[config.mk]
export PLATFORM = sky130hd
export DESIGN_NAME = text_tokenizer_core_flat
export DESIGN_NICKNAME = d
export VERILOG_FILES = /design/src/hdl/tt_pkg.sv /design/src/hdl/tt_if.sv /design/src/hdl/tt_ctrl.sv /design/src/hdl/tt_datapath.sv /design/src/hdl/text_tokenizer_core.sv /design/src/flat_wrapper.sv
export SDC_FILE = /design/constraint.sdc
export NUM_CORES = 1
export LEC_CHECK = 0
export ABC_AREA = 1
export BUFFER_PORTS_ARGS = -buffer_cell sky130_fd_sc_hd__buf_2
export CAP_MARGIN = 5
export CORE_UTILIZATION = 55
export DETAILED_ROUTE_END_ITERATION = 8
export GPL_TIMING_DRIVEN = 0
export HOLD_SLACK_MARGIN = 0.03
export PLACE_DENSITY = 0.73
export REMOVE_ABC_BUFFERS = 1
export SLEW_MARGIN = 10
export SYNTH_ARGS = -nofsm -noshare
export SYNTH_HDL_FRONTEND = slang
export SYNTH_HIERARCHICAL = 1
export SYNTH_SLANG_ARGS = --single-unit
[constraint.sdc]
create_clock -name clk -period 5.85 [get_ports clk]
set_input_delay 1.17 -clock clk [delete_from_list [all_inputs] [get_ports clk]]
set_output_delay 1.17 -clock clk [all_outputs]
set_load 0.01 [all_outputs]
[src/hdl/tt_pkg.sv]
// Shared types and constants of the text tokenizer.
package tt_pkg;

  // token kinds
  localparam logic [2:0] K_CHAR  = 3'd0;
  localparam logic [2:0] K_WS    = 3'd1;
  localparam logic [2:0] K_NL    = 3'd2;
  localparam logic [2:0] K_INT   = 3'd3;
  localparam logic [2:0] K_NUM   = 3'd4;
  localparam logic [2:0] K_IDENT = 3'd5;
  localparam logic [2:0] K_END   = 3'd6;

  // scan modes of an open run
  localparam logic [2:0] M_IDLE  = 3'd0;
  localparam logic [2:0] M_WS    = 3'd1;
  localparam logic [2:0] M_INT   = 3'd2;
  localparam logic [2:0] M_NUM   = 3'd3;
  localparam logic [2:0] M_IDENT = 3'd4;

  // datapath operations
  localparam logic [2:0] OP_NONE  = 3'd0;
  localparam logic [2:0] OP_PUSH  = 3'd1;
  localparam logic [2:0] OP_DRAIN = 3'd2;
  localparam logic [2:0] OP_CLOSE = 3'd3;
  localparam logic [2:0] OP_END   = 3'd4;

  // configuration register indexes
  localparam logic [1:0] REG_EMIT_WS = 2'd0;
  localparam logic [1:0] REG_EMIT_NL = 2'd1;

  localparam logic [7:0] CH_SPACE = 8'h20;
  localparam logic [7:0] CH_TAB   = 8'h09;
  localparam logic [7:0] CH_LF    = 8'h0A;
  localparam logic [7:0] CH_CR    = 8'h0D;
  localparam logic [7:0] CH_MINUS = 8'h2D;
  localparam logic [7:0] CH_DOT   = 8'h2E;
  localparam logic [7:0] CH_UNDER = 8'h5F;
  localparam logic [7:0] CH_N     = 8'h6E;

  localparam logic [7:0] PAT_NEG_NAN [0:8] =
    '{8'h2D, 8'h6E, 8'h61, 8'h6E, 8'h28, 8'h69, 8'h6E, 8'h64, 8'h29};
  localparam logic [7:0] PAT_NAN [0:2] = '{8'h6E, 8'h61, 8'h6E};

  localparam logic [3:0] MAX_RESULTS = 4'd12;
  localparam logic [15:0] LEN_MAX = 16'hFFFF;

  typedef struct packed {
    logic [2:0] op;
    logic       take;
    logic       pend_to_out;
    logic       out_last;
  } tt_cmd_t;

  typedef struct packed {
    logic done;
    logic final_byte;
    logic emit_want;
  } tt_status_t;

  function automatic logic is_digit(input logic [7:0] c);
    return (c >= 8'h30) && (c <= 8'h39);
  endfunction

  function automatic logic is_ident_start(input logic [7:0] c);
    return ((c >= 8'h61) && (c <= 8'h7A)) || ((c >= 8'h41) && (c <= 8'h5A)) ||
           (c == CH_UNDER) || c[7];
  endfunction

endpackage

[src/hdl/tt_if.sv]
// Channel interfaces of the text tokenizer: text bytes, tokens, configuration.
interface tt_text_if;
  logic       valid;
  logic       ready;
  logic [7:0] in_byte;
  logic       end_of_text;
  modport source (output valid, in_byte, end_of_text, input ready);
  modport sink (input valid, in_byte, end_of_text, output ready);
endinterface

interface tt_token_if #(parameter int LINE_BITS = 20, parameter int COLUMN_BITS = 16);
  logic                   valid;
  logic                   ready;
  logic [2:0]             token_kind;
  logic [7:0]             char_code;
  logic [LINE_BITS-1:0]   start_line;
  logic [COLUMN_BITS-1:0] start_column;
  logic [31:0]            start_offset;
  logic [15:0]            token_length;
  logic                   last_token;
  modport source (output valid, token_kind, char_code, start_line, start_column,
                  start_offset, token_length, last_token, input ready);
  modport sink (input valid, token_kind, char_code, start_line, start_column,
                start_offset, token_length, last_token, output ready);
endinterface

interface tt_cfg_if;
  logic       valid;
  logic       ready;
  logic [1:0] index;
  logic       data;
  modport source (output valid, index, data, input ready);
  modport sink (input valid, index, data, output ready);
endinterface

[src/hdl/tt_ctrl.sv]
// Sequencer of the text tokenizer: accepts bytes, steps the scanner, stages results.
module tt_ctrl
  import tt_pkg::*;
(
  input  logic       clk,
  input  logic       rst,
  input  logic       text_valid,
  output logic       text_ready,
  input  logic       out_ready,
  output logic       out_valid,
  input  tt_status_t status,
  output tt_cmd_t    cmd
);

  localparam logic [2:0] S_IDLE  = 3'd0;
  localparam logic [2:0] S_DRAIN = 3'd1;
  localparam logic [2:0] S_CLOSE = 3'd2;
  localparam logic [2:0] S_END   = 3'd3;
  localparam logic [2:0] S_FLUSH = 3'd4;

  logic [2:0] state, state_next;
  logic       pend_valid, pend_valid_next;
  logic       out_valid_next;
  logic [3:0] rcnt, rcnt_next;
  logic       exec;
  logic       room;

  assign exec = !out_valid || out_ready;
  assign room = rcnt < MAX_RESULTS;
  assign text_ready = (state == S_IDLE);

  always_comb begin
    cmd        = '0;
    state_next = state;
    unique case (state)
      S_IDLE: begin
        if (text_valid) begin
          cmd.op     = OP_PUSH;
          state_next = S_DRAIN;
        end
      end
      S_DRAIN: begin
        if (exec) begin
          cmd.op = OP_DRAIN;
          if (status.done) state_next = status.final_byte ? S_CLOSE : S_FLUSH;
        end
      end
      S_CLOSE: begin
        if (exec) begin
          cmd.op     = OP_CLOSE;
          state_next = S_END;
        end
      end
      S_END: begin
        if (exec) begin
          cmd.op     = OP_END;
          state_next = S_FLUSH;
        end
      end
      S_FLUSH: begin
        if (exec) begin
          cmd.pend_to_out = pend_valid;
          cmd.out_last    = 1'b1;
          state_next      = S_IDLE;
        end
      end
      default: state_next = S_IDLE;
    endcase
    if ((cmd.op == OP_DRAIN || cmd.op == OP_CLOSE || cmd.op == OP_END) &&
        status.emit_want && room) begin
      cmd.take        = 1'b1;
      cmd.pend_to_out = pend_valid;
    end
  end

  always_comb begin
    out_valid_next  = cmd.pend_to_out ? 1'b1 : (out_ready ? 1'b0 : out_valid);
    pend_valid_next = cmd.take ? 1'b1 : (cmd.pend_to_out ? 1'b0 : pend_valid);
    rcnt_next       = (cmd.op == OP_PUSH) ? 4'd0 : (cmd.take ? rcnt + 4'd1 : rcnt);
  end

  always_ff @(posedge clk) begin
    if (rst) begin
      state      <= S_IDLE;
      pend_valid <= 1'b0;
      out_valid  <= 1'b0;
      rcnt       <= 4'd0;
    end else begin
      state      <= state_next;
      pend_valid <= pend_valid_next;
      out_valid  <= out_valid_next;
      rcnt       <= rcnt_next;
    end
  end

endmodule

[src/hdl/tt_datapath.sv]
// Scanner datapath: lookahead buffer, position counters, open run and result registers.
module tt_datapath
  import tt_pkg::*;
#(
  parameter int LOOKAHEAD_DEPTH = 9,
  parameter int LINE_BITS       = 20,
  parameter int COLUMN_BITS     = 16
) (
  input  logic                   clk,
  input  logic                   rst,
  input  tt_cmd_t                cmd,
  output tt_status_t             status,
  input  logic [7:0]             in_byte,
  input  logic                   end_of_text,
  input  logic                   cfg_we,
  input  logic [1:0]             cfg_index,
  input  logic                   cfg_data,
  output logic [2:0]             token_kind,
  output logic [7:0]             char_code,
  output logic [LINE_BITS-1:0]   start_line,
  output logic [COLUMN_BITS-1:0] start_column,
  output logic [31:0]            start_offset,
  output logic [15:0]            token_length,
  output logic                   last_token
);

  localparam int CW = $clog2(LOOKAHEAD_DEPTH + 1);

  logic [7:0] la [LOOKAHEAD_DEPTH];
  logic [7:0] s1 [LOOKAHEAD_DEPTH];
  logic [7:0] s3 [LOOKAHEAD_DEPTH];
  logic [7:0] s9 [LOOKAHEAD_DEPTH];
  logic [CW-1:0] cnt;
  logic [2:0] mode, mode_next;
  logic [LINE_BITS-1:0] line, line_next, os_line, os_line_next;
  logic [COLUMN_BITS-1:0] col, col_next, os_col, os_col_next;
  logic [31:0] off, off_next, os_off, os_off_next;
  logic [15:0] olen, olen_next;
  logic pcr, pcr_next, final_r, emit_ws, emit_nl;

  logic [3:0] pop, adv;
  logic done, want, cont;
  logic [2:0] r_kind;
  logic [7:0] r_code;
  logic [LINE_BITS-1:0] r_line;
  logic [COLUMN_BITS-1:0] r_col;
  logic [31:0] r_off;
  logic [15:0] r_len;
  logic do_start, do_fixed, do_close;
  logic [2:0] start_mode, fix_kind;
  logic [7:0] fix_code;
  logic [3:0] fix_len;
  logic mm_neg, mm_nan, full_neg, full_nan;
  logic [7:0] c;

  // replay taps for the three pop widths
  always_comb begin
    for (int i = 0; i < LOOKAHEAD_DEPTH; i++) begin
      s1[i] = (i + 1 < LOOKAHEAD_DEPTH) ? la[(i + 1) % LOOKAHEAD_DEPTH] : la[i];
      s3[i] = (i + 3 < LOOKAHEAD_DEPTH) ? la[(i + 3) % LOOKAHEAD_DEPTH] : la[i];
      s9[i] = (i + 9 < LOOKAHEAD_DEPTH) ? la[(i + 9) % LOOKAHEAD_DEPTH] : la[i];
    end
  end

  always_comb begin
    mm_neg = 1'b0;
    mm_nan = 1'b0;
    for (int i = 0; i < 9; i++)
      if ((CW'(i) < cnt) && (la[i] != PAT_NEG_NAN[i])) mm_neg = 1'b1;
    for (int i = 0; i < 3; i++)
      if ((CW'(i) < cnt) && (la[i] != PAT_NAN[i])) mm_nan = 1'b1;
    full_neg = cnt >= CW'(9);
    full_nan = cnt >= CW'(3);
  end

  assign c = la[0];

  always_comb begin
    mode_next = mode;  line_next = line;  col_next = col;  off_next = off;
    os_line_next = os_line;  os_col_next = os_col;  os_off_next = os_off;
    olen_next = olen;  pcr_next = pcr;
    pop = 4'd0;  adv = 4'd0;  done = 1'b0;  want = 1'b0;  cont = 1'b0;
    r_kind = K_CHAR;  r_code = 8'd0;  r_line = line;  r_col = col;  r_off = off;
    r_len = 16'd0;
    do_start = 1'b0;  start_mode = M_IDLE;
    do_fixed = 1'b0;  fix_kind = K_CHAR;  fix_code = 8'd0;  fix_len = 4'd0;
    do_close = 1'b0;
    unique case (cmd.op)
      OP_DRAIN: begin
        if (pcr) begin
          if (cnt == '0 && !final_r) begin
            done = 1'b1;
          end else begin
            r_len = 16'd1;
            if (cnt != '0 && c == CH_LF) begin
              pop      = 4'd1;
              off_next = off + 32'd1;
              r_len    = 16'd2;
            end
            want = emit_nl;  r_kind = K_NL;
            r_line = os_line;  r_col = os_col;  r_off = os_off;
            pcr_next = 1'b0;
          end
        end else if (cnt == '0) begin
          done = 1'b1;
        end else if (mode != M_IDLE) begin
          priority case (mode)
            M_WS:  cont = (c == CH_SPACE) || (c == CH_TAB);
            M_INT: begin
              cont = is_digit(c) || (c == CH_DOT);
              if (c == CH_DOT) mode_next = M_NUM;
            end
            M_NUM: cont = is_digit(c);
            default: cont = is_ident_start(c) || is_digit(c);
          endcase
          if (cont) begin
            if (olen != LEN_MAX) olen_next = olen + 16'd1;
            pop = 4'd1;
            adv = 4'd1;
          end else begin
            do_close = 1'b1;
          end
        end else if (c == CH_SPACE || c == CH_TAB) begin
          do_start = 1'b1;  start_mode = M_WS;
        end else if (c == CH_LF) begin
          want = emit_nl;  r_kind = K_NL;  r_len = 16'd1;
          pop = 4'd1;
          line_next = line + LINE_BITS'(1);  col_next = '0;  off_next = off + 32'd1;
        end else if (c == CH_CR) begin
          os_line_next = line;  os_col_next = col;  os_off_next = off;
          pop = 4'd1;
          line_next = line + LINE_BITS'(1);  col_next = '0;  off_next = off + 32'd1;
          pcr_next = 1'b1;
        end else if (is_digit(c)) begin
          do_start = 1'b1;  start_mode = M_INT;
        end else if (c == CH_MINUS) begin
          if (cnt >= CW'(2) && is_digit(la[1])) begin
            do_start = 1'b1;  start_mode = M_INT;
          end else if (!mm_neg && full_neg) begin
            do_fixed = 1'b1;  fix_kind = K_NUM;  fix_len = 4'd9;
          end else if (!mm_neg && !final_r) begin
            done = 1'b1;
          end else begin
            do_fixed = 1'b1;  fix_kind = K_CHAR;  fix_code = c;  fix_len = 4'd1;
          end
        end else if (c == CH_N) begin
          if (!mm_nan && full_nan) begin
            do_fixed = 1'b1;  fix_kind = K_NUM;  fix_len = 4'd3;
          end else if (!mm_nan && !final_r) begin
            done = 1'b1;
          end else begin
            do_start = 1'b1;  start_mode = M_IDENT;
          end
        end else if (is_ident_start(c)) begin
          do_start = 1'b1;  start_mode = M_IDENT;
        end else begin
          do_fixed = 1'b1;  fix_kind = K_CHAR;  fix_code = c;  fix_len = 4'd1;
        end
      end
      OP_CLOSE: do_close = (mode != M_IDLE);
      OP_END: begin
        want = 1'b1;  r_kind = K_END;
      end
      default: ;
    endcase
    if (do_start) begin
      os_line_next = line;  os_col_next = col;  os_off_next = off;
      olen_next = 16'd1;  pop = 4'd1;  adv = 4'd1;  mode_next = start_mode;
    end
    if (do_fixed) begin
      want = 1'b1;  r_kind = fix_kind;  r_code = fix_code;
      r_len = {12'd0, fix_len};  pop = fix_len;  adv = fix_len;
    end
    if (do_close) begin
      want = (mode != M_WS) || emit_ws;
      priority case (mode)
        M_INT:   r_kind = K_INT;
        M_NUM:   r_kind = K_NUM;
        M_IDENT: r_kind = K_IDENT;
        default: r_kind = K_WS;
      endcase
      r_line = os_line;  r_col = os_col;  r_off = os_off;  r_len = olen;
      mode_next = M_IDLE;
    end
    if (adv != 4'd0) begin
      col_next = col + {{(COLUMN_BITS-4){1'b0}}, adv};
      off_next = off + {28'd0, adv};
    end
  end

  assign status.done       = done;
  assign status.final_byte = final_r;
  assign status.emit_want  = want;

  // lookahead buffer: push at the fill level, pop from the head
  always_ff @(posedge clk) begin
    if (cmd.op == OP_PUSH) begin
      for (int i = 0; i < LOOKAHEAD_DEPTH; i++)
        if (CW'(i) == cnt) la[i] <= in_byte;
    end else if (cmd.op == OP_DRAIN) begin
      for (int i = 0; i < LOOKAHEAD_DEPTH; i++) begin
        unique case (pop)
          4'd1:    la[i] <= s1[i];
          4'd3:    la[i] <= s3[i];
          4'd9:    la[i] <= s9[i];
          default: la[i] <= la[i];
        endcase
      end
    end
  end

  always_ff @(posedge clk) begin
    if (rst || cmd.op == OP_END) begin
      cnt <= '0;  mode <= M_IDLE;  line <= '0;  col <= '0;  off <= '0;
      os_line <= '0;  os_col <= '0;  os_off <= '0;  olen <= '0;  pcr <= 1'b0;
      if (rst) final_r <= 1'b0;
    end else if (cmd.op == OP_PUSH) begin
      if (cnt < CW'(LOOKAHEAD_DEPTH)) cnt <= cnt + CW'(1);
      final_r <= end_of_text;
    end else begin
      cnt <= cnt - CW'(pop);
      mode <= mode_next;  line <= line_next;  col <= col_next;  off <= off_next;
      os_line <= os_line_next;  os_col <= os_col_next;  os_off <= os_off_next;
      olen <= olen_next;  pcr <= pcr_next;
    end
  end

  always_ff @(posedge clk) begin
    if (rst) begin
      emit_ws <= 1'b0;
      emit_nl <= 1'b0;
    end else if (cfg_we) begin
      if (cfg_index == REG_EMIT_WS) emit_ws <= cfg_data;
      if (cfg_index == REG_EMIT_NL) emit_nl <= cfg_data;
    end
  end

  // result staging: one held result plus the output register
  logic [2:0]             p_kind;
  logic [7:0]             p_code;
  logic [LINE_BITS-1:0]   p_line;
  logic [COLUMN_BITS-1:0] p_col;
  logic [31:0]            p_off;
  logic [15:0]            p_len;

  always_ff @(posedge clk) begin
    if (cmd.take) begin
      p_kind <= r_kind;  p_code <= r_code;  p_line <= r_line;
      p_col <= r_col;  p_off <= r_off;  p_len <= r_len;
    end
    if (cmd.pend_to_out) begin
      token_kind <= p_kind;  char_code <= p_code;  start_line <= p_line;
      start_column <= p_col;  start_offset <= p_off;  token_length <= p_len;
      last_token <= cmd.out_last;
    end
  end

endmodule

[src/hdl/text_tokenizer_core.sv]
// Top level of the text tokenizer: byte stream in, token stream out.
//
// Usage: bytes of a text arrive on the text channel, one request per byte,
// end_of_text set on the last one. Tokens leave on the tokens channel, each
// with kind, character code, start line, column, offset and length;
// last_token marks the final token caused by one byte. After the byte marked
// end_of_text come any open run and an end token, and the next byte starts a
// new text at line 0, column 0, offset 0.
// Configuration: the cfg channel is always ready; index 0 enables whitespace
// tokens, index 1 newline tokens. Write only while the block is idle.
// Sequence: a byte is accepted, then the scanner steps (roughly one step per
// token closed or byte consumed, plus one to find the buffer empty) and the
// results are staged; a replay of held lookahead bytes adds steps, and the
// last byte adds a close and an end step. The next byte is taken only once
// its predecessor is staged; the scanner sequencer in tt_ctrl sets this order.
// Output: a token appears in the cycle after the step that closes the next
// one, or once the final staging step of its byte is done.
// Reset: synchronous, clears counters, buffer fill, open run and both
// configuration registers. A stalled receiver holds the output register and
// halts the scanner; the next byte is still taken while a token waits.
module text_tokenizer_core
  import tt_pkg::*;
#(
  parameter int LOOKAHEAD_DEPTH = 9,
  parameter int LINE_BITS       = 20,
  parameter int COLUMN_BITS     = 16
) (
  input logic clk,
  input logic rst,
  tt_text_if.sink     text,
  tt_token_if.source  tokens,
  tt_cfg_if.sink      cfg
);

  tt_cmd_t    cmd;
  tt_status_t status;

  // accept configuration at once
  assign cfg.ready = 1'b1;

  tt_ctrl u_ctrl (
    .clk        (clk),
    .rst        (rst),
    .text_valid (text.valid),
    .text_ready (text.ready),
    .out_ready  (tokens.ready),
    .out_valid  (tokens.valid),
    .status     (status),
    .cmd        (cmd)
  );

  tt_datapath #(
    .LOOKAHEAD_DEPTH (LOOKAHEAD_DEPTH),
    .LINE_BITS       (LINE_BITS),
    .COLUMN_BITS     (COLUMN_BITS)
  ) u_datapath (
    .clk          (clk),
    .rst          (rst),
    .cmd          (cmd),
    .status       (status),
    .in_byte      (text.in_byte),
    .end_of_text  (text.end_of_text),
    .cfg_we       (cfg.valid),
    .cfg_index    (cfg.index),
    .cfg_data     (cfg.data),
    .token_kind   (tokens.token_kind),
    .char_code    (tokens.char_code),
    .start_line   (tokens.start_line),
    .start_column (tokens.start_column),
    .start_offset (tokens.start_offset),
    .token_length (tokens.token_length),
    .last_token   (tokens.last_token)
  );

  // hold off the next byte right after a request is accepted
  a_busy_after_accept: assert property (@(posedge clk) disable iff (rst)
    text.valid && text.ready |=> !text.ready)
    else $error("byte accepted while scanner still busy");

  // only character tokens carry a code
  a_char_code: assert property (@(posedge clk) disable iff (rst)
    tokens.valid && tokens.token_kind != K_CHAR |-> tokens.char_code == 8'd0)
    else $error("non-character token with a code");

  // end token is empty and closes its byte's results
  a_end_token: assert property (@(posedge clk) disable iff (rst)
    tokens.valid && tokens.token_kind == K_END |->
      tokens.token_length == 16'd0 && tokens.last_token)
    else $error("malformed end token");

  // no token is shown with an unknown kind
  a_kind_range: assert property (@(posedge clk) disable iff (rst)
    tokens.valid |-> tokens.token_kind <= K_END)
    else $error("token kind out of range");

endmodule

[src/flat_wrapper.sv]
// flat-port wrapper written by rule: the top's interface ports become plain ports
module text_tokenizer_core_flat import tt_pkg::*;
#(
  parameter int LOOKAHEAD_DEPTH = 9,
  parameter int LINE_BITS       = 20,
  parameter int COLUMN_BITS     = 16
)
  (clk, rst, text_valid, text_in_byte, text_end_of_text, text_ready, tokens_valid, tokens_token_kind, tokens_char_code, tokens_start_line, tokens_start_column, tokens_start_offset, tokens_token_length, tokens_last_token, tokens_ready, cfg_valid, cfg_index, cfg_data, cfg_ready);
  tt_text_if text_i ();
  tt_token_if #(.LINE_BITS(LINE_BITS), .COLUMN_BITS(COLUMN_BITS)) tokens_i ();
  tt_cfg_if cfg_i ();
  input logic clk;
  input logic rst;
  input wire logic [$bits(text_i.valid)-1:0] text_valid;
  input wire logic [$bits(text_i.in_byte)-1:0] text_in_byte;
  input wire logic [$bits(text_i.end_of_text)-1:0] text_end_of_text;
  output wire logic [$bits(text_i.ready)-1:0] text_ready;
  output wire logic [$bits(tokens_i.valid)-1:0] tokens_valid;
  output wire logic [$bits(tokens_i.token_kind)-1:0] tokens_token_kind;
  output wire logic [$bits(tokens_i.char_code)-1:0] tokens_char_code;
  output wire logic [$bits(tokens_i.start_line)-1:0] tokens_start_line;
  output wire logic [$bits(tokens_i.start_column)-1:0] tokens_start_column;
  output wire logic [$bits(tokens_i.start_offset)-1:0] tokens_start_offset;
  output wire logic [$bits(tokens_i.token_length)-1:0] tokens_token_length;
  output wire logic [$bits(tokens_i.last_token)-1:0] tokens_last_token;
  input wire logic [$bits(tokens_i.ready)-1:0] tokens_ready;
  input wire logic [$bits(cfg_i.valid)-1:0] cfg_valid;
  input wire logic [$bits(cfg_i.index)-1:0] cfg_index;
  input wire logic [$bits(cfg_i.data)-1:0] cfg_data;
  output wire logic [$bits(cfg_i.ready)-1:0] cfg_ready;
  assign text_i.valid = text_valid;
  assign text_i.in_byte = text_in_byte;
  assign text_i.end_of_text = text_end_of_text;
  assign text_ready = text_i.ready;
  assign tokens_valid = tokens_i.valid;
  assign tokens_token_kind = tokens_i.token_kind;
  assign tokens_char_code = tokens_i.char_code;
  assign tokens_start_line = tokens_i.start_line;
  assign tokens_start_column = tokens_i.start_column;
  assign tokens_start_offset = tokens_i.start_offset;
  assign tokens_token_length = tokens_i.token_length;
  assign tokens_last_token = tokens_i.last_token;
  assign tokens_i.ready = tokens_ready;
  assign cfg_i.valid = cfg_valid;
  assign cfg_i.index = cfg_index;
  assign cfg_i.data = cfg_data;
  assign cfg_ready = cfg_i.ready;
  text_tokenizer_core #(.LOOKAHEAD_DEPTH(LOOKAHEAD_DEPTH), .LINE_BITS(LINE_BITS), .COLUMN_BITS(COLUMN_BITS)) u_core (.clk(clk), .rst(rst), .text(text_i), .tokens(tokens_i), .cfg(cfg_i));
endmodule
==> results of run 1 <==
==> through the flow <==
step,hold WS [ns],setup WS [ns]
floorplan,0.400,-1.84
detailed placement,0.405,-1.12
CTS,0.416,0.107
finish,0.417,0.424
global placement,0.401,-4.71
global route,0.420,0.0397
==> cell families (layout without fill, tap and decap cells) <==
kind of cell | Yosys count | after routing | synth area share [%]
DFF | 435 | 435 | 58.6
and+or+nand+nor | 838 | 838 | 19.4
buffers and inverters | 342 | 467 | 7.31
other | 3 | 3 | 0.0582
adders and majority gates | 18 | 18 | 1.28
xor gates and xnor gates | 32 | 32 | 1.45
AOI/OAI and AO/OA | 424 | 427 | 11.9
==> per-layer routing <==
layer | up-vias | share of wire [%] | wire (um) | track usage [%]
met5 | - | 0 | 0 | 0
met4 | 0 | 2.7 | 1110 | 7.85
met3 | 82 | 4.8 | 1980 | 2.99
met2 | 407 | 47 | 19700 | 38.4
met1 | 6689 | 45 | 18900 | 31.3
li1 | 7219 | - | - | -
==> registers in the layout (all words and copies together), names as in the netlist, 4 cells and up <==
name	count
u_core/u_datapath/start_column	16
u_core/u_datapath/p_len	16
u_core/u_datapath/olen	16
u_core/u_ctrl/rcnt	4
u_core/u_datapath/col	16
u_core/u_datapath/start_offset	32
u_core/u_datapath/start_line	20
u_core/u_datapath/os_col	16
u_core/u_datapath/os_line	20
u_core/u_datapath/la	72
u_core/u_datapath/cnt	4
u_core/u_datapath/line	20
u_core/u_datapath/os_off	32
u_core/u_datapath/off	32
u_core/u_datapath/p_off	32
u_core/u_datapath/p_line	20
u_core/u_datapath/p_code	8
u_core/u_datapath/char_code	8
u_core/u_datapath/token_length	16
u_core/u_datapath/p_col	16
==> worst reg2reg max path: cells and delay by family, from the launching register on <==
family | cells | cell delay, ns
flops | 1 | 0.37
simple gates | 12 | 2.49
compound gates | 1 | 0.51
buf+inv | 4 | 0.90
fa+ha+maj | 1 | 0.44
==> layout make-up <==
cell class	instances	area, sq um	area share, %
Clock inverter	24	196	0.900
Multi-Input combinational cell	1318	6670	30.6
Clock buffer	58	1170	5.38
Sequential cell	435	11400	52.0
Inverter	257	967	4.43
Tap cell	455	569	2.61
Timing Repair Buffer	128	898	4.12
==> worst paths after layout <==
check	cells past startpoint	start	slack, ns	endpoint
hold reg to reg	0	u_core/u_datapath/p_col[6]	0.42	u_core/u_datapath/start_column[6]
setup / recovery	20	tokens_ready	0.42	u_core/u_datapath/la[6][0]
setup reg to reg	18	u_core/u_ctrl/state[0]	0.79	u_core/u_datapath/la[6][0]
hold / removal	0	u_core/u_datapath/p_col[6]	0.42	u_core/u_datapath/start_column[6]
==> power by group through the flow <==
| stage | Sequential (mW) | Combinational, mW | Clock (mW) |
|---|---|---|---|
| 2_1_floorplan | 4.08 | 1.64 | 0 |
| 3_3_place_gp | 4.13 | 2.10 | 0 |
| 3_5_place_dp | 4.17 | 2.26 | 0 |
| 4_1_cts | 4.10 | 2.30 | 2.74 |
| 5_1_grt | 4.15 | 2.63 | 2.86 |
| 6_report | 4.11 | 2.33 | 2.67 |
==> repair_timing <==
action | CTS | global route
resized for setup | 2 | 6
buffers inserted | 1 | 0
cloned | 1 | 2
pin swaps | 2 | 1
endpoints found under the setup margin | 64 | 67
==> placed cells by master (no fill, tap or decap), drive strengths merged <==
cell type,n
o2111ai,1
a211oi,2
nor4,12
o21ai,200
or3,1
dfxtp,171
clkbuf,58
o22ai,1
or2,12
a21boi,1
o21a,3
o2bb2ai,1
a311o,1
xor2,25
conb,3
o41ai,1
and2,1
buf,128
nor3,45
nand3b,1
a21oi,176
o211ai,35
o31ai,1
nor2,168
nand2,445
clkinv,21
clkinvlp,1
a31oi,4
xnor2,7
nor3b,3
fa,3
nand3,120
bufinv,2
nand4,30
ha,15
edfxtp,264
inv,257
==> results.json, run 1 <==
{
  "tightest_slew_ns": 1.27,
  "cts_root_buf": "clkbuf_16",
  "track_usage_pct": 23.1,
  "min_period_ns": 5.43,
  "drt-pass1-iter-count": 5,
  "switching_share_pct": 33.8,
  "fillerInstances": 2923,
  "core_area_sq_um": 34600,
  "die_y_um": 190,
  "die_area_sq_um": 36000,
  "die_w_um": 190,
  "io_pins": 116,
  "arrival_ns": 5.61,
  "worst-path-buf-inv": 7,
  "clock_sinks": 435,
  "dp.final_hpwl_um": 28000,
  "gp_congestion": 0.896,
  "synth_area_per_cell_sq_um": 9.25,
  "antenna_left": 0,
  "synth_edf_count": 264,
  "ys_seq_area_share_pct": 58.6,
  "critPathMaxStageDelay_ns": 0.52,
  "final_hold_viol_count": 0,
  "clock_latency_ns": 0.56,
  "hold_class": "reg2reg",
  "grt_overflow_total": 0,
  "comb_power_share_pct": 25.6,
  "critical-path-top-delay-family": "simple AND/OR/NAND/NOR gates",
  "worst_clock_skew_ns": 0.0186,
  "antenna_found_initial": 0,
  "hold_buffers": 0,
  "clk_pin_slew_ns": 0.06,
  "syn_inst": 2092,
  "synthTopCellsByArea": "edfxtp_1 (41%), dfxtp_1 (18%), nand2_1 (8.4%), inv_1 (4.7%), a21oi_1 (4.4%)",
  "max_cap_viol_count": 0,
  "dpl_cell_area_sq_um": 20400,
  "ys_seq_elements": 435,
  "drive_gt1_share_pct": 12.3,
  "cts.path.max_buffers": 3,
  "fin_util_pct": 63.0,
  "grt_pass1_wl_um": 67400,
  "synth_cell_types": 56,
  "switching_power_mw": 3.08,
  "syn_area_sq_um": 19400,
  "synthArstFlopShare_pct": 0,
  "n_antenna_cell": 0,
  "fin_setup_tns_ns": 0,
  "yosys.area.top_type": "edfxtp_1",
  "vias": 14400,
  "grt_max_degree": 74,
  "initial_core_util_pct": 55.9,
  "intPower_mw": 6.03,
  "max_freq_mhz": 184,
  "maxSlewViolCount": 0,
  "cpMaxStageDelayCell": "o21ai_0",
  "finalCritPeriodShare_pct": 92.8,
  "fin_total_pwr_mw": 9.11,
  "synth.most_common_cell": "nand2_1",
  "cp_cell_sequence": "buf_2 -> inv_1 -> nand2_1 -> inv_1 -> o21ai_0 -> nor3_4 -> inv_2 -> nor2_2 -> inv_2 -> nor2_2 -> nand3_2 -> nand2_4 -> nor2_8 -> nand2_4 -> ha_1 -> nand2_1 -> inv_2 -> nand2_4 -> inv_4 -> nor3_4",
  "viasPerCell": 5.38,
  "yosys.area.top_type_share_pct": 41.0,
  "cp_data_required_time_ns": 6.04,
  "finalSetupViolations": 0,
  "clkPwrFrac_pct": 29.3,
  "criticalPathCategory": "in2reg",
  "first_iter_violations": 1071,
  "final_nets": 2219,
  "row_count": 68,
  "critPathLaunchType": "input port",
  "irDropWorstVdd_mv": 0.245,
  "area_growth_pct": 12.8,
  "cts_tree": "yes",
  "path_max_fanout": 40,
  "status": "complete, no violations",
  "rsz0062_at_grt": "no",
  "final_cell_count_no_fill": 2675,
  "powerDensity_nw_per_um2": 418,
  "port_buffers": 114,
  "yosys_most_used_dff": "edfxtp_1",
  "htreeDepth": 2,
  "relSlewSlack_pct": 14.7,
  "dp.cells": 2589,
  "synth_common_cells": "nand2_1 (432), edfxtp_1 (264), inv_1 (241)",
  "p_leak_nw": 7.85,
  "power_frac_seq_pct": 45.1,
  "wl_per_cell_um": 15.6,
  "drc": 0,
  "crit_path_end_kind": "flop",
  "final_area_sq_um": 21800,
  "yosys_warnings": 6,
  "grt_pass1_vias": 13600,
  "wirelength_um": 41600,
  "cts_buffers": 44
}
Power figures use the tool's default switching activity.
==> run 2, diff against run 1 <==
--- a/config.mk
+++ b/config.mk
@@ -5,7 +5,6 @@
 export SDC_FILE = /design/constraint.sdc
 export NUM_CORES = 1
 export LEC_CHECK = 0
-export ABC_AREA = 1
 export BUFFER_PORTS_ARGS = -buffer_cell sky130_fd_sc_hd__buf_2
 export CAP_MARGIN = 5
 export CORE_UTILIZATION = 55
==> results.json, run 2 <==
{
  "yosys.area.top_type": "edfxtp_1",
  "ys_seq_area_share_pct": 61.4,
  "largest_reg_flops": 72,
  "synth_area_per_cell_sq_um": 11.7,
  "powerDensity_nw_per_um2": 325,
  "antenna_left": 0,
  "relSlewSlack_pct": 18.0,
  "cts_root_buf": "clkbuf_16",
  "port_buffers": 114,
  "clk_pin_slew_ns": 0.06,
  "status": "complete, no violations",
  "n_antenna_cell": 0,
  "cts.path.max_buffers": 3,
  "final_hold_viol_count": 0,
  "max_cap_viol_count": 0,
  "final_cell_count_no_fill": 2160,
  "row_count": 66,
  "finalSetupViolations": 0,
  "die_area_sq_um": 34400,
  "tightest_slew_ns": 1.22,
  "multi_input_area_sq_um": 6760,
  "yosys_most_used_dff": "edfxtp_1",
  "min_period_ns": 5.47,
  "area_growth_pct": 14.7,
  "synth_common_cells": "edfxtp_1 (264), nor2_1 (196), dfxtp_1 (171)",
  "gp_congestion": 0.886,
  "layout_common_cells": "edfxtp_1 (264), nor2_1 (193), dfxtp_1 (171)",
  "drive_gt1_share_pct": 18.0,
  "grt_overflow_total": 0,
  "clock_sinks": 435,
  "initial_core_util_pct": 56.4,
  "wl_per_cell_um": 17.6,
  "htreeDepth": 2,
  "reg2reg_depth": 16,
  "dpl_cell_area_sq_um": 19700,
  "irDropWorstVdd_mv": 0.249,
  "ys_seq_elements": 435,
  "final_area_sq_um": 21200,
  "fin_setup_tns_ns": 0,
  "switching_power_mw": 1.69,
  "synthArstFlopShare_pct": 0,
  "finalCritPeriodShare_pct": 93.5,
  "cp_data_required_time_ns": 6.02,
  "cts_tree": "yes",
  "clock_latency_ns": 0.55,
  "viasPerCell": 5.83,
  "power_frac_seq_pct": 50.6,
  "dp_worst_setup_slack_ns": -1.48,
  "drt-pass1-iter-count": 6,
  "yosys.area.top_type_share_pct": 42.9,
  "dp.final_hpwl_um": 25100,
  "syn_inst": 1578,
  "final_nets": 1717,
  "die_w_um": 185,
  "arrival_ns": 5.65,
  "setup_ws_ns": 0.378,
  "p_leak_nw": 7.59,
  "antenna_found_initial": 0,
  "switching_share_pct": 24.6,
  "maxSlewViolCount": 0,
  "criticalPathCategory": "in2reg",
  "syn_area_sq_um": 18500,
  "comb_power_share_pct": 9.6,
  "dp.cells": 2075,
  "io_pins": 116,
  "reg2reg_to": "u_core/u_datapath/cnt[3]",
  "synth_cell_types": 87,
  "crit_path_start": "tokens_ready",
  "vias": 12600,
  "rsz0062_at_grt": "no",
  "fillerInstances": 2479,
  "critPathLaunchType": "input port",
  "core_area_sq_um": 32800,
  "grt_pass1_vias": 11900,
  "grt_pass1_wl_um": 60500,
  "max_freq_mhz": 183,
  "path_max_fanout": 32,
  "synthTopCellsByArea": "edfxtp_1 (43%), dfxtp_1 (19%), mux2_2 (4.0%), nor2_1 (4.0%), mux2i_1 (3.7%)",
  "synth.most_common_cell": "edfxtp_1",
  "wirelength_um": 38000,
  "crit_path_end_kind": "flop",
  "seq_area_sq_um": 11400,
  "timing.rr.start": "u_core/u_ctrl/state[1]",
  "first_iter_violations": 995,
  "cp-endpoint": "u_core/u_datapath/la[5][6]",
  "track_usage_pct": 22.0,
  "drc": 0,
  "cts_buffers": 44,
  "worst_clock_skew_ns": 0.0130,
  "final_common_cell": "edfxtp_1",
  "r2r_setup_slack_ns": 0.56,
  "top_register": "u_core/u_datapath/la",
  "clkPwrFrac_pct": 39.8,
  "die_y_um": 185,
  "hold_class": "reg2reg",
  "hold_buffers": 0,
  "synth_edf_count": 264,
  "yosys_warnings": 6,
  "intPower_mw": 5.20,
  "grt_max_degree": 72
}
==> run 2: cell count changes in the layout (fill, tap and decap cells not counted), sizes merged, moves of 29 or more <==
cell   previous run  this run
nand2           445       130
a21oi           176       119
nor2            168       197
nand3           120        28
o21ai           200        37
inv             257        32
mux2              0        68
mux2i             0        68
==> run 2: worst min path at each step <==
stage	endpoint	cells after the start	slack, ns	from
after floorplan	u_core/u_datapath/char_code[0]	0	0.40	u_core/u_datapath/p_code[0]
after global placement	u_core/u_datapath/start_column[0]	0	0.40	u_core/u_datapath/p_col[0]
after detailed placement	u_core/u_datapath/start_line[4]	0	0.40	u_core/u_datapath/p_line[4]
after CTS	u_core/u_datapath/start_column[0]	0	0.41	u_core/u_datapath/p_col[0]
after global routing	u_core/u_datapath/start_column[3]	0	0.41	u_core/u_datapath/p_col[3]
final	u_core/u_datapath/start_column[0]	0	0.41	u_core/u_datapath/p_col[0]
==> run 2: per-stage QoR <==
step	power, mW	util (%)	hold WS (ns)
after floorplan	3.98	-	0.400
after global placement	4.18	58.6	0.401
after detailed placement	4.18	60.1	0.405
after CTS	6.93	64.5	0.410
after global routing	7.13	64.7	0.412
final	6.89	64.7	0.409
==> run 2: metal layers <==
metal	vias up	share of wire, %	track usage (%)
met2	381	49	36.6
met5	-	0	0
met1	6134	44	29.5
met4	0	2.1	7.21
met3	59	4.8	3.05
li1	6026	-	-
==> run 2: repair_timing <==
| action | CTS | global route |
|---|---|---|
| setup endpoints to repair | 138 | 114 |
| gates resized for setup | 4 | 6 |
| buffers inserted | 1 | 1 |
| cloned | 0 | 1 |
| pin swaps | 1 | 2 |
==> run 2: logic make-up (layout without fill, tap and decap cells) <==
family	count (synthesis)	after routing	share of synthesized area, %
adders and majority gates	18	18	1.34
AOI/OAI and AO/OA	260	260	9.13
muxes	136	136	7.82
other	3	3	0.0609
buffers and inverters	115	254	2.69
DFF	435	435	61.4
and+or+nand+nor	574	575	15.8
xor gates and xnor gates	37	37	1.75
==> run 2: power by group through the flow <==
stage | Sequential, mW | Clock [mW] | Combinational (mW)
after detailed placement | 3.55 | 0 | 0.634
final | 3.49 | 2.75 | 0.659
after floorplan | 3.51 | 0 | 0.477
after global placement | 3.55 | 0 | 0.630
after global routing | 3.50 | 2.91 | 0.720
after CTS | 3.48 | 2.80 | 0.641
==> run 2: cell type report <==
cell class | instances | share of cell area [%]
multi-input cells | 1029 | 31.9
flip-flops and latches | 435 | 53.5
repair buffers | 142 | 4.72
inverters | 30 | 0.531
well taps | 442 | 2.61
clock inverters | 17 | 0.785
clock buffers | 65 | 5.95
==> run 2: worst max-delay path, stage by stage <==
cell	delay (ns)
buf_2	0.12
or2b_1	0.27
and3_1	0.30
or3b_4	0.63
nor4_4	0.26
nand2_2	0.10
a2111oi_4	0.38
nand2_1	0.25
or2_2	0.41
inv_1	0.28
ha_4	0.43
nor2_1	0.09
o22a_1	0.28
nor2_1	0.65
